`src/rtl/mrd_pkg.sv`:
```
// Shared types, codes and the CRC-16 byte update for the Modbus RTU response deframer.
package mrd_pkg;

  localparam logic [15:0] CRC_INIT = 16'hFFFF;
  localparam logic [15:0] CRC_POLY = 16'hA001;

  localparam logic RK_WORD   = 1'b0;
  localparam logic RK_STATUS = 1'b1;

  localparam logic [1:0] FS_OK        = 2'd0;
  localparam logic [1:0] FS_CRC_ERR   = 2'd1;
  localparam logic [1:0] FS_EXCEPTION = 2'd2;
  localparam logic [1:0] FS_CUT_SHORT = 2'd3;

  localparam logic [1:0] WM_BYTE = 2'd0;
  localparam logic [1:0] WM_HALF = 2'd1;
  localparam logic [1:0] WM_WORD = 2'd2;
  localparam logic [1:0] WM_RESET = WM_HALF;

  typedef struct packed {
    logic [7:0] rx_byte;
    logic       frame_start;
  } in_beat_t;

  typedef struct packed {
    logic               result_kind;
    logic signed [31:0] word_value;
    logic [1:0]         frame_status;
    logic [7:0]         slave_address;
    logic [7:0]         function_code;
    logic [7:0]         word_count;
    logic               last;
  } result_t;

  function automatic logic [15:0] crc16_byte(logic [15:0] crc, logic [7:0] b);
    logic [15:0] c;
    c = crc ^ {8'h00, b};
    for (int i = 0; i < 8; i++) begin
      c = c[0] ? ((c >> 1) ^ CRC_POLY) : (c >> 1);
    end
    return c;
  endfunction

endpackage

```
`src/rtl/mrd_ifs.sv`:
```
// Channel interfaces: input bytes, results and the word mode write port.
interface mrd_in_if;
  logic       valid;
  logic       ready;
  logic [7:0] rx_byte;
  logic       frame_start;
  modport source (output valid, rx_byte, frame_start, input ready);
  modport sink (input valid, rx_byte, frame_start, output ready);
endinterface

interface mrd_out_if;
  logic               valid;
  logic               ready;
  logic               result_kind;
  logic signed [31:0] word_value;
  logic [1:0]         frame_status;
  logic [7:0]         slave_address;
  logic [7:0]         function_code;
  logic [7:0]         word_count;
  logic               last;
  modport source (output valid, result_kind, word_value, frame_status, slave_address,
                  function_code, word_count, last, input ready);
  modport sink (input valid, result_kind, word_value, frame_status, slave_address,
                function_code, word_count, last, output ready);
endinterface

interface mrd_cfg_if;
  logic       valid;
  logic       ready;
  logic [1:0] word_mode;
  modport source (output valid, word_mode, input ready);
  modport sink (input valid, word_mode, output ready);
endinterface

```
`src/rtl/mrd_in_reg.sv`:
```
// Input register: holds one byte beat ahead of the frame engine.
module mrd_in_reg
  import mrd_pkg::*;
(
  input  logic     clk,
  input  logic     rst_n,
  input  logic     in_valid,
  input  in_beat_t in_beat,
  output logic     in_ready,
  input  logic     adv,
  output logic     s1_valid,
  output in_beat_t s1_beat
);

  logic     s1_valid_r;
  logic     s1_valid_nxt;
  in_beat_t s1_beat_r;

  assign in_ready = !s1_valid_r || adv;

  always_comb begin
    s1_valid_nxt = s1_valid_r;
    if (in_ready) begin
      s1_valid_nxt = in_valid;
    end
  end

  always_ff @(posedge clk) begin
    if (!rst_n) begin
      s1_valid_r <= 1'b0;
    end else begin
      s1_valid_r <= s1_valid_nxt;
    end
  end

  always_ff @(posedge clk) begin
    if (in_ready && in_valid) begin
      s1_beat_r <= in_beat;
    end
  end

  assign s1_valid = s1_valid_r;
  assign s1_beat  = s1_beat_r;

endmodule

```
`src/rtl/mrd_engine.sv`:
```
// Frame engine: phase tracking, running CRC, word packing and status generation.
module mrd_engine
  import mrd_pkg::*;
(
  input  logic     clk,
  input  logic     rst_n,
  input  logic     cfg_valid,
  input  logic [1:0] cfg_word_mode,
  input  logic     s1_valid,
  input  in_beat_t s1_beat,
  input  logic     out_free,
  output logic     adv,
  output logic     emit,
  output result_t  res
);

  localparam logic [2:0] PH_ADDR   = 3'd0;
  localparam logic [2:0] PH_FUNC   = 3'd1;
  localparam logic [2:0] PH_COUNT  = 3'd2;
  localparam logic [2:0] PH_DATA   = 3'd3;
  localparam logic [2:0] PH_CRC_LO = 3'd4;
  localparam logic [2:0] PH_CRC_HI = 3'd5;

  logic [1:0]  mode_r;
  logic [2:0]  phase_r, phase_nxt;
  logic [15:0] crc_r, crc_nxt;
  logic [7:0]  exp_r, exp_nxt;
  logic [7:0]  seen_r, seen_nxt;
  logic [31:0] acc_r, acc_nxt;
  logic [1:0]  biw_r, biw_nxt;
  logic [7:0]  addr_r, addr_nxt;
  logic [7:0]  func_r, func_nxt;
  logic [7:0]  crc_lo_r, crc_lo_nxt;
  logic [7:0]  cnt_r, cnt_nxt;

  logic [7:0]  b;
  logic [15:0] crc_upd;
  logic [31:0] acc_shift;
  logic [7:0]  seen_inc;
  logic [2:0]  k;
  logic [2:0]  size;
  logic [1:0]  pad;
  logic [31:0] pad_v;
  logic [31:0] word_v;
  logic        last_byte;
  logic        in_frame;

  assign b         = s1_beat.rx_byte;
  assign crc_upd   = crc16_byte(crc_r, b);
  assign acc_shift = {acc_r[23:0], b};
  assign seen_inc  = seen_r + 8'd1;
  assign k         = {1'b0, biw_r} + 3'd1;
  assign last_byte = seen_inc >= exp_r;
  assign in_frame  = (phase_r >= PH_FUNC) && (phase_r <= PH_CRC_HI);

  always_comb begin
    unique case (mode_r)
      WM_BYTE: size = 3'd1;
      WM_HALF: size = 3'd2;
      default: size = 3'd4;
    endcase
  end

  // Pad a short final word with zero bytes at the low end.
  assign pad = (k >= size) ? 2'd0 : 2'(size - k);

  always_comb begin
    unique case (pad)
      2'd0: pad_v = acc_shift;
      2'd1: pad_v = {acc_shift[23:0], 8'h00};
      2'd2: pad_v = {acc_shift[15:0], 16'h0000};
      default: pad_v = {acc_shift[7:0], 24'h000000};
    endcase
  end

  always_comb begin
    unique case (size)
      3'd1: word_v = {24'h000000, pad_v[7:0]};
      3'd2: word_v = {{16{pad_v[15]}}, pad_v[15:0]};
      default: word_v = pad_v;
    endcase
  end

  always_comb begin
    phase_nxt  = phase_r;
    crc_nxt    = crc_r;
    exp_nxt    = exp_r;
    seen_nxt   = seen_r;
    acc_nxt    = acc_r;
    biw_nxt    = biw_r;
    addr_nxt   = addr_r;
    func_nxt   = func_r;
    crc_lo_nxt = crc_lo_r;
    cnt_nxt    = cnt_r;
    emit       = 1'b0;
    res        = '0;
    res.slave_address = addr_r;
    res.function_code = func_r;

    if (s1_beat.frame_start) begin
      // Close an unfinished frame, then open the new one.
      if (in_frame) begin
        emit             = 1'b1;
        res.result_kind  = RK_STATUS;
        res.frame_status = FS_CUT_SHORT;
        res.word_count   = cnt_r;
        res.last         = 1'b1;
      end
      crc_nxt    = crc16_byte(CRC_INIT, b);
      addr_nxt   = b;
      func_nxt   = 8'h00;
      exp_nxt    = 8'h00;
      seen_nxt   = 8'h00;
      acc_nxt    = 32'h0;
      biw_nxt    = 2'd0;
      crc_lo_nxt = 8'h00;
      cnt_nxt    = 8'h00;
      phase_nxt  = PH_FUNC;
    end else begin
      unique case (phase_r)
        PH_FUNC: begin
          func_nxt  = b;
          crc_nxt   = crc_upd;
          phase_nxt = PH_COUNT;
        end
        PH_COUNT: begin
          crc_nxt  = crc_upd;
          seen_nxt = 8'h00;
          if (func_r[7] || (b == 8'h00)) begin
            exp_nxt   = 8'h00;
            phase_nxt = PH_CRC_LO;
          end else begin
            exp_nxt   = b;
            phase_nxt = PH_DATA;
          end
        end
        PH_DATA: begin
          crc_nxt   = crc_upd;
          seen_nxt  = seen_inc;
          phase_nxt = last_byte ? PH_CRC_LO : PH_DATA;
          if ((k >= size) || last_byte) begin
            emit            = 1'b1;
            res.result_kind = RK_WORD;
            res.word_value  = word_v;
            acc_nxt         = 32'h0;
            biw_nxt         = 2'd0;
            cnt_nxt         = cnt_r + 8'd1;
          end else begin
            acc_nxt = acc_shift;
            biw_nxt = k[1:0];
          end
        end
        PH_CRC_LO: begin
          crc_lo_nxt = b;
          phase_nxt  = PH_CRC_HI;
        end
        PH_CRC_HI: begin
          emit            = 1'b1;
          res.result_kind = RK_STATUS;
          res.word_count  = cnt_r;
          res.last        = 1'b1;
          if ({b, crc_lo_r} != crc_r) begin
            res.frame_status = FS_CRC_ERR;
          end else if (func_r[7]) begin
            res.frame_status = FS_EXCEPTION;
          end else begin
            res.frame_status = FS_OK;
          end
          phase_nxt = PH_ADDR;
        end
        default: begin
          // Drop stray bytes between frames.
          phase_nxt = PH_ADDR;
        end
      endcase
    end
  end

  assign adv = s1_valid && (!emit || out_free);

  always_ff @(posedge clk) begin
    if (!rst_n) begin
      mode_r <= WM_RESET;
    end else if (cfg_valid) begin
      mode_r <= cfg_word_mode;
    end
  end

  always_ff @(posedge clk) begin
    if (!rst_n) begin
      phase_r  <= PH_ADDR;
      crc_r    <= CRC_INIT;
      exp_r    <= 8'h00;
      seen_r   <= 8'h00;
      acc_r    <= 32'h0;
      biw_r    <= 2'd0;
      addr_r   <= 8'h00;
      func_r   <= 8'h00;
      crc_lo_r <= 8'h00;
      cnt_r    <= 8'h00;
    end else if (adv) begin
      phase_r  <= phase_nxt;
      crc_r    <= crc_nxt;
      exp_r    <= exp_nxt;
      seen_r   <= seen_nxt;
      acc_r    <= acc_nxt;
      biw_r    <= biw_nxt;
      addr_r   <= addr_nxt;
      func_r   <= func_nxt;
      crc_lo_r <= crc_lo_nxt;
      cnt_r    <= cnt_nxt;
    end
  end

endmodule

```
`src/rtl/mrd_out_reg.sv`:
```
// Result register: holds one result beat until the sink takes it.
module mrd_out_reg
  import mrd_pkg::*;
(
  input  logic    clk,
  input  logic    rst_n,
  input  logic    load,
  input  result_t res,
  output logic    out_free,
  output logic    out_valid,
  input  logic    out_ready,
  output result_t out_res
);

  logic    out_valid_r;
  logic    out_valid_nxt;
  result_t out_res_r;

  assign out_free = !out_valid_r || out_ready;

  always_comb begin
    out_valid_nxt = out_valid_r;
    if (out_free) begin
      out_valid_nxt = load;
    end
  end

  always_ff @(posedge clk) begin
    if (!rst_n) begin
      out_valid_r <= 1'b0;
    end else begin
      out_valid_r <= out_valid_nxt;
    end
  end

  always_ff @(posedge clk) begin
    if (out_free && load) begin
      out_res_r <= res;
    end
  end

  assign out_valid = out_valid_r;
  assign out_res   = out_res_r;

endmodule

```
`src/rtl/modbus_rtu_response_deframer_core.sv`:
```
// A byte accepted into the input register shows its result from the result register.
// Throughput: one byte per cycle; a byte waits only while a result is held in a stalled
// result register. The per-byte CRC update and word packing sit between the two registers.
// Reset (rst_n low, synchronous): waits for a frame start, CRC 0xFFFF, word mode 1,
// both registers empty. The word mode port is always ready.
// Top level: Modbus RTU response deframer with CRC check and word packing.
module modbus_rtu_response_deframer_core
  import mrd_pkg::*;
(
  input  logic             clk,
  input  logic             rst_n,
  mrd_in_if.sink           in_bus,
  mrd_out_if.source        out_bus,
  mrd_cfg_if.sink          cfg_bus
);

  in_beat_t in_beat;
  in_beat_t s1_beat;
  logic     s1_valid;
  logic     adv;
  logic     emit;
  logic     out_free;
  result_t  res;
  result_t  out_res;

  assign in_beat.rx_byte     = in_bus.rx_byte;
  assign in_beat.frame_start = in_bus.frame_start;
  assign cfg_bus.ready       = 1'b1;

  mrd_in_reg u_in_reg (
    .clk      (clk),
    .rst_n    (rst_n),
    .in_valid (in_bus.valid),
    .in_beat  (in_beat),
    .in_ready (in_bus.ready),
    .adv      (adv),
    .s1_valid (s1_valid),
    .s1_beat  (s1_beat)
  );

  mrd_engine u_engine (
    .clk           (clk),
    .rst_n         (rst_n),
    .cfg_valid     (cfg_bus.valid),
    .cfg_word_mode (cfg_bus.word_mode),
    .s1_valid      (s1_valid),
    .s1_beat       (s1_beat),
    .out_free      (out_free),
    .adv           (adv),
    .emit          (emit),
    .res           (res)
  );

  mrd_out_reg u_out_reg (
    .clk       (clk),
    .rst_n     (rst_n),
    .load      (adv && emit),
    .res       (res),
    .out_free  (out_free),
    .out_valid (out_bus.valid),
    .out_ready (out_bus.ready),
    .out_res   (out_res)
  );

  assign out_bus.result_kind   = out_res.result_kind;
  assign out_bus.word_value    = out_res.word_value;
  assign out_bus.frame_status  = out_res.frame_status;
  assign out_bus.slave_address = out_res.slave_address;
  assign out_bus.function_code = out_res.function_code;
  assign out_bus.word_count    = out_res.word_count;
  assign out_bus.last          = out_res.last;

endmodule

```
`src/flat_wrapper.sv`:
```
// flat-port wrapper written by rule: the top's interface ports become plain ports
module modbus_rtu_response_deframer_core_flat import mrd_pkg::*;
  (clk, rst_n, in_bus_valid, in_bus_rx_byte, in_bus_frame_start, in_bus_ready, out_bus_valid, out_bus_result_kind, out_bus_word_value, out_bus_frame_status, out_bus_slave_address, out_bus_function_code, out_bus_word_count, out_bus_last, out_bus_ready, cfg_bus_valid, cfg_bus_word_mode, cfg_bus_ready);
  mrd_in_if in_bus_i ();
  mrd_out_if out_bus_i ();
  mrd_cfg_if cfg_bus_i ();
  input  logic clk;
  input  logic rst_n;
  input wire logic [$bits(in_bus_i.valid)-1:0] in_bus_valid;
  input wire logic [$bits(in_bus_i.rx_byte)-1:0] in_bus_rx_byte;
  input wire logic [$bits(in_bus_i.frame_start)-1:0] in_bus_frame_start;
  output wire logic [$bits(in_bus_i.ready)-1:0] in_bus_ready;
  output wire logic [$bits(out_bus_i.valid)-1:0] out_bus_valid;
  output wire logic [$bits(out_bus_i.result_kind)-1:0] out_bus_result_kind;
  output wire logic [$bits(out_bus_i.word_value)-1:0] out_bus_word_value;
  output wire logic [$bits(out_bus_i.frame_status)-1:0] out_bus_frame_status;
  output wire logic [$bits(out_bus_i.slave_address)-1:0] out_bus_slave_address;
  output wire logic [$bits(out_bus_i.function_code)-1:0] out_bus_function_code;
  output wire logic [$bits(out_bus_i.word_count)-1:0] out_bus_word_count;
  output wire logic [$bits(out_bus_i.last)-1:0] out_bus_last;
  input wire logic [$bits(out_bus_i.ready)-1:0] out_bus_ready;
  input wire logic [$bits(cfg_bus_i.valid)-1:0] cfg_bus_valid;
  input wire logic [$bits(cfg_bus_i.word_mode)-1:0] cfg_bus_word_mode;
  output wire logic [$bits(cfg_bus_i.ready)-1:0] cfg_bus_ready;
  assign in_bus_i.valid = in_bus_valid;
  assign in_bus_i.rx_byte = in_bus_rx_byte;
  assign in_bus_i.frame_start = in_bus_frame_start;
  assign in_bus_ready = in_bus_i.ready;
  assign out_bus_valid = out_bus_i.valid;
  assign out_bus_result_kind = out_bus_i.result_kind;
  assign out_bus_word_value = out_bus_i.word_value;
  assign out_bus_frame_status = out_bus_i.frame_status;
  assign out_bus_slave_address = out_bus_i.slave_address;
  assign out_bus_function_code = out_bus_i.function_code;
  assign out_bus_word_count = out_bus_i.word_count;
  assign out_bus_last = out_bus_i.last;
  assign out_bus_i.ready = out_bus_ready;
  assign cfg_bus_i.valid = cfg_bus_valid;
  assign cfg_bus_i.word_mode = cfg_bus_word_mode;
  assign cfg_bus_ready = cfg_bus_i.ready;
  modbus_rtu_response_deframer_core u_core (.clk(clk), .rst_n(rst_n), .in_bus(in_bus_i), .out_bus(out_bus_i), .cfg_bus(cfg_bus_i));
endmodule
```
`config.mk`:
```
export PLATFORM = sky130hd
export DESIGN_NAME = modbus_rtu_response_deframer_core_flat
export DESIGN_NICKNAME = d
export VERILOG_FILES = /design/src/rtl/mrd_pkg.sv /design/src/rtl/mrd_ifs.sv /design/src/rtl/mrd_in_reg.sv /design/src/rtl/mrd_engine.sv /design/src/rtl/mrd_out_reg.sv /design/src/rtl/modbus_rtu_response_deframer_core.sv /design/src/flat_wrapper.sv
export SDC_FILE = /design/constraint.sdc
export NUM_CORES = 1
export LEC_CHECK = 0
export BUFFER_PORTS_ARGS = -buffer_cell sky130_fd_sc_hd__buf_4
export CAP_MARGIN = 0
export CORE_MARGIN = 2
export CORE_UTILIZATION = 45
export DETAILED_ROUTE_END_ITERATION = 10
export PLACE_DENSITY = 0.66
export SLEW_MARGIN = 20
export SYNTH_ARGS = -nofsm -noshare
export SYNTH_HDL_FRONTEND = slang
export SYNTH_SLANG_ARGS = --single-unit
export TNS_END_PERCENT = 50
```
`constraint.sdc`:
```
create_clock -name clk -period 5.72 [get_ports clk]
set_input_delay 1.716 -clock clk [delete_from_list [all_inputs] [get_ports clk]]
set_output_delay 1.716 -clock clk [all_outputs]
set_load 0.005 [all_outputs]
```
==> results.json <==
{
  "outcome": "complete, no violations",
  "numCtsBuffers": 17,
  "post_synth_and_or_nand_nor_area_fraction": 0.155,
  "cts-hold-fix-buffers": 0,
  "hold-path-cell-count": 0,
  "adder_cell_share_of_the_synthesized_area": 0.0314,
  "grt_pass1_wl_mm": 30.7,
  "slew_headroom": 0.391,
  "post-cts-setup-buffers": 0,
  "routed_wire_length_per_instance_um": 17.4,
  "maximum_number_of_pins_on_one_net_before_global_route_repair": 60,
  "crit-reg2reg-launch": "u_core.u_engine.mode_r[0]",
  "min_period_over_period": 0.906,
  "row_count": 48,
  "gr-total-overflow": 0,
  "yosysWarnings": 0,
  "detailed_place.area_mm2": 0.00867,
  "fp.dieArea_mm2": 0.0188,
  "timing.hold.worst.start": "u_core.u_engine.addr_r[6]",
  "cts_root_buffer": "clkbuf_16",
  "register_cell_area_after_layout_mm2": 0.00398,
  "vdd.ir_drop.worst_mv": 0.211,
  "synth_area_leader_cell": "edfxtp_1",
  "grt.total_usage": 0.213,
  "multi_input_area_mm2": 0.00371,
  "crit_type": "reg -> out",
  "worst-r2r-setup-slack_ns": 1.69,
  "setup_total_negative_slack_ns": 0,
  "maxCapViolCount": 0,
  "critPathCaptureType": "primary output",
  "hold_end": "u_core.u_out_reg.out_res[23]",
  "syn_area_mm2": 0.00797,
  "route.vias.total": 6200,
  "clock_skew_ns": 0.0105,
  "synth.top_cell.area_share": 0.256,
  "num_antenna_cells": 0,
  "place_congestion": 0.877,
  "design_power_total_mw": 2.76,
  "detail_route.drc_violations": 0,
  "cts_buffer_depth": 2,
  "final_design_area_no_fill_mm2": 0.00930,
  "floorplan.core_area_mm2": 0.0173,
  "worst-endpoint-required_ns": 4.00,
  "synth_cell_type_count": 57,
  "cts_resized": 0,
  "io_pins": 79,
  "post_syn_area_per_cell_um2": 9.69,
  "ys_seq_area_frac": 0.500,
  "layout_min_cycle_time_ns": 5.18,
  "layout_overhead_on_the_synthesized_area_pct": 16.6,
  "number_of_nets_with_antenna_violations_after_detailed_routing": 0,
  "clock_latency_ns": 0.43,
  "cts_sinks": 165,
  "via_count_of_the_first_global_routing_pass": 5686,
  "postSynthNetCount": 859,
  "hold_viol_final": 0,
  "tritoncts_clock_tree": "built",
  "initial_core_util": 0.461,
  "post_synth_xor_area_fraction": 0.0698,
  "rsz0062_at_grt": "false",
  "critPathMaxFanout": 14,
  "routed_wl_mm": 19.4,
  "postSynth.asyncResetShare": 0,
  "fill_cells": 1575,
  "synth_top_family_by_area": "compound AO/OA/AOI/OAI gates",
  "syn-instance-count": 823,
  "start_kind": "flip-flop",
  "hpwl_mm": 13.0,
  "timing.final.setup_violations": 0,
  "die_height_um": 137,
  "hold_path_class": "reg -> reg",
  "power_per_cell_area_mw_per_mm2": 296,
  "regToRegEndpoint": "u_core.u_out_reg.out_res[42]",
  "cts_max_level": 4,
  "cts.clk_slew.worst_paths_ns": 0.06,
  "fmax_ghz": 0.193,
  "final_layout_size_suffix_gt1_frac": 0.169,
  "die_width_um": 137,
  "least_margin_pin_slew_ns": 0.900,
  "antenna_found_initial": 0,
  "compound_gate_fraction_of_synth_area": 0.188,
  "leakagePower_nw": 3.35,
  "num-nets-final": 911,
  "worst-r2r-cell-count": 10,
  "synth_top_cells_by_area": "edfxtp_1 26%, dfxtp_1 24%, xnor2_1 4.1%",
  "ys.flop_type": "dfxtp_1",
  "cp.arrival_ns": 3.47,
  "detailedRoute.firstIterationViolations": 499,
  "slew_violations": 0,
  "portBuffers": 77,
  "synth_enable_flop_cells": 68,
  "detailedRoute.firstPassIterationCount": 5,
  "route.detailed.vias_per_inst": 5.57,
  "synth.mux.area_fraction": 0.0155,
  "ys_ff_latch": 165
}
## cell usage after synthesis (all sizes together), types with 2 or more instances
cell type  count
nor2b         15
o21a           3
a31oi          2
nor4           8
o31ai          4
nor3b          2
mux2i          9
o2111a         2
nand2         81
a21oi         72
o211ai        14
buf           20
mux2           3
nor4b          3
or2           11
nand2b         9
dfxtp         97
a21o           5
clkbuf        31
a2111oi        2
edfxtp        68
inv           23
nand3         20
a22oi         16
and2          18
xnor2         37
o22ai          9
a22o          27
a21boi        14
nand4          2
a211oi         3
ha            20
nor2          73
xor2          24
o21ai         51
nor3          12
## final cells by class
class,instances,area share
Clock buffer,20,0.0491
Timing Repair Buffer,84,0.0678
Tap cell,225,0.0303
Inverter,23,0.00929
Sequential cell,165,0.429
Multi-Input combinational cell,584,0.400
Clock inverter,12,0.0153
## layer usage
layer / up-vias / global-route usage / routed length [um]
met5: - / 0 / 0
met4: 0 / 0.0802 / 364
met3: 28 / 0.0459 / 1180
met2: 235 / 0.315 / 8540
met1: 2900 / 0.304 / 9280
li1: 3037 / - / -
## cell families after synthesis
| logic type | count (synthesis) |
|---|---|
| and+or+nand+nor | 260 |
| buffers and inverters | 74 |
| other | 1 |
| xor gates and xnor gates | 62 |
| muxes | 12 |
| DFF | 165 |
| adders and majority gates | 20 |
| AOI/OAI and AO/OA | 229 |
## metrics by stage
step	utilization	hold WS, ns	std cells	setup slack [ns]
finish	0.537	0.444	1113	0.537
global route	0.537	0.451	1113	0.334
CTS	0.536	0.441	1113	0.577
detailed placement	0.501	0.423	1081	1.05
global placement	0.501	0.413	1081	1.10
floorplan	-	0.409	823	0.203
## worst max path at each step
stage	start	to	slack [ns]	cells after the start
floorplan	out_bus_ready	u_core.u_out_reg.out_res[10]	0.20	7
global placement	u_core.u_engine.mode_r[0]	in_bus_ready	1.10	9
detailed placement	u_core.u_engine.mode_r[0]	in_bus_ready	1.05	9
CTS	u_core.u_engine.mode_r[0]	in_bus_ready	0.58	9
global route	u_core.u_engine.mode_r[0]	in_bus_ready	0.33	9
finish	u_core.u_engine.mode_r[0]	in_bus_ready	0.54	9
## critical path: stages, from the launching register on
cell and delay (ns):
dfxtp_1 0.32, or2_2 0.32, ha_1 0.52, nand2b_1 0.24, a21o_1 0.20, a21o_1 0.41, a211oi_2 0.52, o21ai_0 0.25
nand3_1 0.15, buf_4 0.12
## power by group
| part | total, mW | internal (mW) | switching [mW] |
|---|---|---|---|
| registers | 1.28 | 1.24 | 0.0412 |
| logic | 0.309 | 0.122 | 0.187 |
| clock network | 1.16 | 0.677 | 0.488 |
## placed cells by master, fill, tap and decap left out, types with 15 or more instances in the layout
cell / n
a21oi_1: 60
buf_4: 84
clkbuf_16: 17
ha_1: 20
dfxtp_1: 97
a22o_1: 27
nor2b_1: 15
nor2_1: 72
inv_1: 23
nand2_1: 81
o21ai_0: 46
xnor2_1: 37
edfxtp_1: 68
nand3_1: 20
xor2_1: 24
and2_1: 18
a22oi_1: 16
## sequential cells by signal, indices dropped and copies added (netlist names)
name,count
u_core.u_engine.seen_r,8
u_core.u_out_reg.out_res,59
u_core.u_in_reg.s1_beat,9
u_core.u_engine.crc_lo_r,8
u_core.u_engine.biw_r,2
u_core.u_engine.exp_r,8
u_core.u_engine.phase_r,3
u_core.u_out_reg.out_valid,1
u_core.u_engine.addr_r,8
u_core.u_engine.crc_r,16
u_core.u_in_reg.s1_valid,1
u_core.u_engine.acc_r,24
u_core.u_engine.func_r,8
u_core.u_engine.cnt_r,8
u_core.u_engine.mode_r,2
Note: power is estimated with default switching activity, not from simulation.
